## src/hdl/ted_pkg.sv

```systemverilog
// Shared types, constants and functions of the token edit distance block.
package ted_pkg;

	localparam int TOKEN_W = 16;
	localparam int DIST_W = 16;
	localparam int REQ_W = 2;
	localparam int MAX_REF_LEN_DEF = 64;

	localparam logic [DIST_W-1:0] DIST_MAX = {DIST_W{1'b1}};

	// Request codes on the input channel.
	localparam logic [REQ_W-1:0] REQ_APPEND = 2'd0;
	localparam logic [REQ_W-1:0] REQ_HYP = 2'd1;
	localparam logic [REQ_W-1:0] REQ_END = 2'd2;

	// Operation carried by the wavefront through the cell chain.
	typedef enum logic [1:0] {
		OP_NOP,
		OP_APPEND,
		OP_HYP,
		OP_END
	} op_t;

	typedef struct packed {
		op_t op;
		logic [TOKEN_W-1:0] token;
		logic [DIST_W-1:0] left;
		logic [DIST_W-1:0] diag;
		logic [DIST_W-1:0] result;
		logic ovf;
	} wave_t;

	function automatic logic [DIST_W-1:0] sat_inc(input logic [DIST_W-1:0] v);
		return (v == DIST_MAX) ? v : v + DIST_W'(1);
	endfunction

endpackage

```

## src/hdl/ted_head.sv

```systemverilog
// Head of the chain: decodes requests and holds row entry zero, length and overflow.
module ted_head #(
	parameter int MAX_REF_LEN = ted_pkg::MAX_REF_LEN_DEF,
	localparam int IW = $clog2(MAX_REF_LEN + 1)
) (
	input  logic clk,
	input  logic arst_n,
	input  logic accept,
	input  logic [ted_pkg::REQ_W-1:0] req_type,
	input  logic [ted_pkg::TOKEN_W-1:0] token,
	input  logic first_of_ref,
	output ted_pkg::wave_t wave_o,
	output logic [IW-1:0] idx_o
);

	logic [ted_pkg::DIST_W-1:0] d0_q, d0_d, d0_inc;
	logic [IW-1:0] len_q, len_d, base_len;
	logic ovf_q, ovf_d, base_ovf;

	always_comb begin
		d0_inc = ted_pkg::sat_inc(d0_q);
		base_len = first_of_ref ? '0 : len_q;
		base_ovf = first_of_ref ? 1'b0 : ovf_q;
		wave_o.op = ted_pkg::OP_NOP;
		wave_o.token = token;
		wave_o.left = d0_inc;
		wave_o.diag = d0_q;
		wave_o.result = d0_q;
		wave_o.ovf = ovf_q;
		idx_o = len_q;
		d0_d = d0_q;
		len_d = len_q;
		ovf_d = ovf_q;
		if (accept) begin
			unique case (req_type)
				ted_pkg::REQ_APPEND: begin
					wave_o.op = ted_pkg::OP_APPEND;
					d0_d = '0;
					if (base_len < IW'(MAX_REF_LEN)) begin
						idx_o = base_len;
						len_d = base_len + IW'(1);
						ovf_d = base_ovf;
					end else begin
						// No cell matches this index, so the token is dropped.
						idx_o = IW'(MAX_REF_LEN);
						len_d = base_len;
						ovf_d = 1'b1;
					end
				end
				ted_pkg::REQ_HYP: begin
					wave_o.op = ted_pkg::OP_HYP;
					d0_d = d0_inc;
				end
				ted_pkg::REQ_END: begin
					wave_o.op = ted_pkg::OP_END;
					d0_d = '0;
				end
				default: begin
				end
			endcase
		end
	end

	always_ff @(posedge clk or negedge arst_n) begin
		if (!arst_n) begin
			d0_q <= '0;
			len_q <= '0;
			ovf_q <= 1'b0;
		end else begin
			d0_q <= d0_d;
			len_q <= len_d;
			ovf_q <= ovf_d;
		end
	end

endmodule

```

## config.mk

```make
export PLATFORM = sky130hd
export DESIGN_NAME = ted_head
export DESIGN_NICKNAME = d
export VERILOG_FILES = /design/src/hdl/ted_pkg.sv /design/src/hdl/ted_head.sv
export SDC_FILE = /design/constraint.sdc
export NUM_CORES = 1
export LEC_CHECK = 0
export BUFFER_PORTS_ARGS = -buffer_cell sky130_fd_sc_hd__buf_2
export CORE_ASPECT_RATIO = 0.5
export CORE_MARGIN = 2
export CORE_UTILIZATION = 35
export DETAILED_ROUTE_END_ITERATION = 10
export PLACE_DENSITY = 0.59
export SKIP_LAST_GASP = 1
export SYNTH_ARGS = -nofsm -noshare
export SYNTH_HDL_FRONTEND = slang
export SYNTH_SLANG_ARGS = --single-unit
```

## constraint.sdc

```tcl
create_clock -name clk -period 2.7 [get_ports clk]
set_input_delay 0.675 -clock clk [delete_from_list [all_inputs] [get_ports clk]]
set_output_delay 0.675 -clock clk [all_outputs]
set_load 0.005 [all_outputs]
```

==> results of run 1 <==
[timing repair]
item                       4_1_cts  5_1_grt
setup buffers                    0        0
resized for setup                1        5
setup endpoints to repair        2        9
[Yosys cell counts (all sizes together)]
cell type  instances
mux2               2
o21ai             17
buf               44
a32o               1
nand2b             2
nand3             10
nand4              6
nor4               2
a41oi              1
a31oi              5
o21a               1
nor2              18
nand4b             2
and2              11
o31a               1
nor3               4
dfrtp             24
a21o               1
mux2i              1
a32oi              3
a22o               3
and3               4
or2                1
or4                3
xor2               3
xnor2              5
a31o               2
a211oi             2
nand2             22
o2111a             1
or4b               1
clkbuf             4
and4               2
nand3b             1
o211ai             3
o31ai              2
a2111oi            1
or3                3
a21oi             20
a311o              1
inv                6
nor2b              4
ha                 6
[power by group through the flow]
stage                     sequential (W)  clock [W]  combinational [W]
after CTS                       0.000454   0.000374           0.000279
after floorplan                 0.000447          0           0.000208
after global placement          0.000459          0           0.000275
final                           0.000459   0.000361           0.000280
after detailed placement        0.000461          0           0.000277
after global routing            0.000467   0.000385           0.000313
[through the flow]
step / setup TNS (ns) / hold WS [ns] / area [sq um]
after floorplan: 0 / 0.379 / 2100
after global placement: 0 / 0.523 / 2280
after detailed placement: 0 / 0.527 / 2280
after CTS: 0 / 0.426 / 2370
after global routing: -0.0224 / 0.449 / 2390
final: 0 / 0.407 / 2390
[layout make-up]
cell class / instances / share of cell area (%)
clock buffer: 4 / 3.71
tap: 73 / 3.81
inverter: 6 / 0.940
timing repair buffer: 76 / 17.2
multi-input combinational: 178 / 49.1
sequential: 24 / 25.2
[registers in the layout, indices dropped and copies added, names as in the netlist]
name and cells:
d0_q 16, len_q 7, ovf_q 1
[metal layers]
metal  global-route usage (%)  up-vias  wire length, um
met2                     25.7       59             2420
met4                     4.36        0               74
met1                     22.2      930             2540
met5                        0        -                0
li1                         -      948                -
met3                     2.88       12              320
[worst reg2reg max path, delay by kind of cell (launching register included)]
family,cells,cell delay (ns)
flops,1,0.52
simple gates,4,1.04
buf+inv,1,0.17
[cell families after synthesis]
| kind of cell | Yosys count |
|---|---|
| DFF | 24 |
| xor gates and xnor gates | 8 |
| muxes | 3 |
| and+or+nand+nor | 96 |
| adders and majority gates | 6 |
| AOI/OAI and AO/OA | 65 |
| buffers and inverters | 54 |
[path summary, 6_finish.rpt]
kind / from / endpoint
min: arst_n / d0_q[1]
max: d0_q[5] / wave_o[47]
max in group asynchronous: arst_n / d0_q[2]
min in group clk: ovf_q / ovf_q
min reg2reg: ovf_q / ovf_q
max reg2reg: d0_q[3] / d0_q[15]
[placed cells by master, fill, tap and decap left out, drive strengths merged, types with 2 or more instances in the layout]
cell type	n
o21ai	17
a21oi	20
nand2b	2
o31ai	2
nand3	10
ha	6
a32oi	3
or3	3
nor4	2
nor2	18
buf	76
nor3	4
nand4b	2
clkbuf	4
nand4	6
and2	11
and3	4
or4	3
a22o	3
a31o	2
xor2	3
xnor2	5
mux2	2
inv	6
nand2	22
a211oi	2
and4	2
o211ai	3
a31oi	5
nor2b	4
dfrtp	24
==> reports/results.ini, run 1 <==
[cts]
postCtsHoldBufs=0
htreeDepth=1
cts_tree=yes
clock-sinks=24
insertion_delay_ns=0.26
numCtsBuffers=3
clockBufferDepth=2
cts_root_buf=clkbuf_16
clk_pin_slew_ns=0.07

[route]
first_iter_violations=154
drt-total-wl_mm=5.36
wire_per_inst_um=14.8
dr.pass1.iters=4
final_antenna_net_count=0
drcViolationCount=0
vias=1949
vias_per_cell=5.40

[cells_and_area]
fin_nets=317
area_growth_pct=13.9
diodes=0
seq_area_sq_um=604
final_util_pct=42.5
multiInputGateArea_sq_um=1170
fin_cells=361
drive_gt1_share_pct=34.0
nFillCells=555

[floorplanning]
io_pins=96
core-area_sq_um=5630
rows=19
die_area_sq_um=6680
die_w_um=114
initial_utilization_pct=37.3
dieHeight_um=58.8

[critical_path]
slowest_stage=dfrtp_1
worstPathCellList=nand3_1, nor4_2, buf_4, and4_1, nor2_1, buf_2
crit_buf_inv=2
cp-end-kind=output pin
worstPathRequired_ns=2.03
crit_family=simple AND/OR/NAND/NOR gates
start_kind=flop
ff2ff_path_depth=5
cp_max_fo=10
cpPeakStageDelay_ns=0.51
arrival_ns=1.92
cp_num_cells=6
regToRegSetupSlack_ns=0.91
path_class=flop to output pin

[power_and_ir_drop]
p_leak_nw=1.19
p_sw_w=0.000331
total_power_w=0.00110
comb_power_share_pct=25.5
seqPwrFrac_pct=41.7
clkPwrFrac_pct=32.8
vdd_drop_max_uv=253
power.density_nw_per_um2=459
sw_frac_of_total_pct=30.1
internal_power_w=0.000769

[logic_synthesis]
synth-seq-area-share_pct=28.6
synth_top_family_by_area=simple AND/OR/NAND/NOR gates
synth.area.mux_share_pct=1.55
avgSynthCellArea_sq_um=8.21
synth_area_sq_um=2100
synth_nets=284
yosysTopAreaCellShare_pct=28.6
synthSimpleGateAreaFrac_pct=26.1
synth_area_leader_cell=dfrtp_1
synth-xor-area-share_pct=3.33
synth_seq_cells=24
synthAdderAreaFrac_pct=3.57
synth_area_leaders=dfrtp_1 29%, buf_4 13%, a21oi_1 4.5%
syn_inst=256
synth_warnings=0
synth_compound_area_share_pct=20.3
ys_types=54

[timing]
fmax_mhz=385
hold_viol=0
period_share_pct=96.1
rsz0062_at_grt=yes
setup_viol=0
slew_headroom_pct=61.9
slew_viol_final=0
worst_pin_slew_ns=0.572
min_period_ns=2.60
clock_skew_ns=0.00158
finalWorstSetupSlack_ns=0.105

[place]
port-buffer-count=63
hpwl_mm=3.96
place_ws_ns=0.170
gp_congestion=0.859
dp_cells=357

[global_routing]
grt_pass1_wl_mm=8.49
antenna_found_initial=0
overflow=0
grt_max_degree=25
grt_usage_pct=15.9
grt_pass1_vias=1755

[status]
outcome=finished clean

[worst_hold_path]
hp-class=input pin to asynchronous set/reset pin

[job]
max-cap-violations=0

(Power assumes the default switching activity.)
==> inputs of run 2 (changes only) <==
CTS_BUF_LIST = sky130_fd_sc_hd__clkbuf_8   (was not set)
==> reports/results.ini, run 2 (synthesized netlist as in run 1, its figures left out) <==
[cells_and_area]
diodes=0  ; unchanged
largest_reg_flops=16  ; unchanged
seq_area_sq_um=608  ; +0.62%
fin_nets=319  ; +0.63%
final_cell_mix=63 x buf_2, 20 x nand2_1, 19 x a21oi_1
nFillCells=554  ; -0.18%
fin_cells=363  ; +0.55%
top_regs=d0_q: 16 flops, len_q: 7 flops, ovf_q: 1 flops
final_common_cell=buf_2
drive_gt1_share_pct=35.9  ; +1.8 points
area_growth_pct=13.7
multiInputGateArea_sq_um=1190  ; +0.96%
largest-register=d0_q

[critical_path]
start_kind=flop
regToRegSetupSlack_ns=0.93  ; +0.02 ns
r2r_end=d0_q[15]
crit_path_start=d0_q[10]
worstPathRequired_ns=2.03  ; about the same
critPathCapture=wave_o[37]
timing.rr.start=d0_q[3]
cp-end-kind=output pin
ff2ff_path_depth=5  ; unchanged
cp_max_fo=8  ; -2
arrival_ns=1.92  ; about the same
path_class=flop to output pin

[cts]
postCtsHoldBufs=0  ; unchanged
clock-sinks=24  ; unchanged
cts_root_buf=clkbuf_8
htreeDepth=1  ; unchanged
clockBufferDepth=2  ; unchanged
cts_tree=yes
numCtsBuffers=3  ; unchanged
insertion_delay_ns=0.27  ; about the same
clk_pin_slew_ns=0.09  ; +0.02 ns

[place]
gp_congestion=0.859  ; unchanged
hpwl_mm=3.96  ; unchanged
port-buffer-count=63  ; unchanged
dp_cells=357  ; unchanged

[route]
first_iter_violations=147  ; -4.5%
vias_per_cell=5.35  ; -0.91%
drcViolationCount=0  ; unchanged
drt-total-wl_mm=5.36  ; unchanged
vias=1942  ; -0.36%
dr.pass1.iters=4  ; unchanged
final_antenna_net_count=0  ; unchanged
wire_per_inst_um=14.8  ; -0.55%

[global_routing]
overflow=0  ; unchanged
grt_pass1_wl_mm=8.47  ; -0.25%
antenna_found_initial=0  ; unchanged
grt_usage_pct=15.9  ; +0.023 points
grt_max_degree=25  ; unchanged
grt_pass1_vias=1751  ; -0.23%

[floorplanning]
dieHeight_um=58.8  ; unchanged
core-area_sq_um=5630  ; unchanged
rows=19  ; unchanged
die_area_sq_um=6680  ; unchanged
io_pins=96  ; unchanged
initial_utilization_pct=37.3  ; unchanged
die_w_um=114  ; unchanged

[job]
max-cap-violations=0  ; unchanged

[timing]
fmax_mhz=385  ; -0.11%
hold_viol=0  ; unchanged
setup_viol=0  ; unchanged
min_period_ns=2.60  ; +0.00288 ns
worst_pin_slew_ns=0.573  ; +0.00136 ns
slew_headroom_pct=61.8  ; -0.091 points
rsz0062_at_grt=no
setup_tns_ns=0  ; unchanged
slew_viol_final=0  ; unchanged
period_share_pct=96.2  ; +0.11 points
clock_skew_ns=0.00388  ; +0.00230 ns

[power_and_ir_drop]
power.density_nw_per_um2=420  ; -8.5%
seqPwrFrac_pct=45.5  ; +3.8 points
p_sw_w=0.000325  ; -1.8%
comb_power_share_pct=28.8  ; +3.3 points
clkPwrFrac_pct=25.7  ; -7.1 points
internal_power_w=0.000679  ; -12%
p_leak_nw=1.20  ; +0.70%
sw_frac_of_total_pct=32.4  ; +2.3 points
vdd_drop_max_uv=191  ; -25%

[worst_hold_path]
hp-class=input pin to asynchronous set/reset pin

[status]
outcome=finished clean

==> run 2: how the worst min path moves through the flow <==
stage	startpoint	end	slack, ns	depth (start not counted)
floorplan	arst_n	d0_q[0]	0.38	0
global placement	ovf_q	ovf_q	0.52	2
detailed placement	len_q[0]	len_q[0]	0.53	2
CTS	arst_n	d0_q[1]	0.40	1
global route	arst_n	d0_q[15]	0.42	1
finish	arst_n	d0_q[15]	0.38	1
==> run 2: layout make-up <==
type	count	share of cell area (%)
repair buffers	78	17.9
well taps	73	3.82
multi-input cells	178	49.6
clock buffers	4	2.30
inverters	6	0.942
flip-flops and latches	24	25.4
==> run 2: routing by layer <==
metal / wire length (um) / up-vias / track usage [%] / share of wire [%]
li1: - / 952 / - / -
met1: 2490 / 918 / 22.1 / 46
met2: 2460 / 60 / 25.4 / 46
met3: 333 / 12 / 3.40 / 6.2
met4: 73 / 0 / 4.53 / 1.4
met5: 0 / - / 0 / 0
==> run 2: what timing repair did <==
action                                  4_1_cts  5_1_grt
endpoints found under the setup margin        3        8
resized for setup                             4        7
hold endpoints to repair                      0        0
pin swaps                                     0        0
setup buffers                                 0        2
==> run 2: worst max-delay path, cell delays in order, from the launching register on <==
cell     delay [ns]
dfrtp_1        0.53
nand3_4        0.18
or3_1          0.43
o21ai_0        0.21
xnor2_1        0.16
buf_2          0.14
==> run 2: through the flow <==
stage / hold slack (ns) / power, W / setup WS (ns) / cell area, sq um / util [%]
global route: 0.422 / 0.00107 / 0.00626 / 2390 / 42.4
finish: 0.385 / 0.00100 / 0.102 / 2390 / 42.4
detailed placement: 0.527 / 0.000738 / 0.170 / 2280 / 40.5
CTS: 0.402 / 0.00100 / 0.0476 / 2350 / 41.7
global placement: 0.523 / 0.000734 / 0.240 / 2280 / 40.5
floorplan: 0.379 / 0.000655 / 0.328 / 2100 / -
==> run 2: power by group through the flow <==
stage | registers [W] | logic, W | clock network (W)
floorplan | 0.000447 | 0.000208 | 0
global placement | 0.000459 | 0.000275 | 0
detailed placement | 0.000461 | 0.000277 | 0
CTS | 0.000454 | 0.000279 | 0.000271
global route | 0.000466 | 0.000324 | 0.000280
finish | 0.000457 | 0.000289 | 0.000258
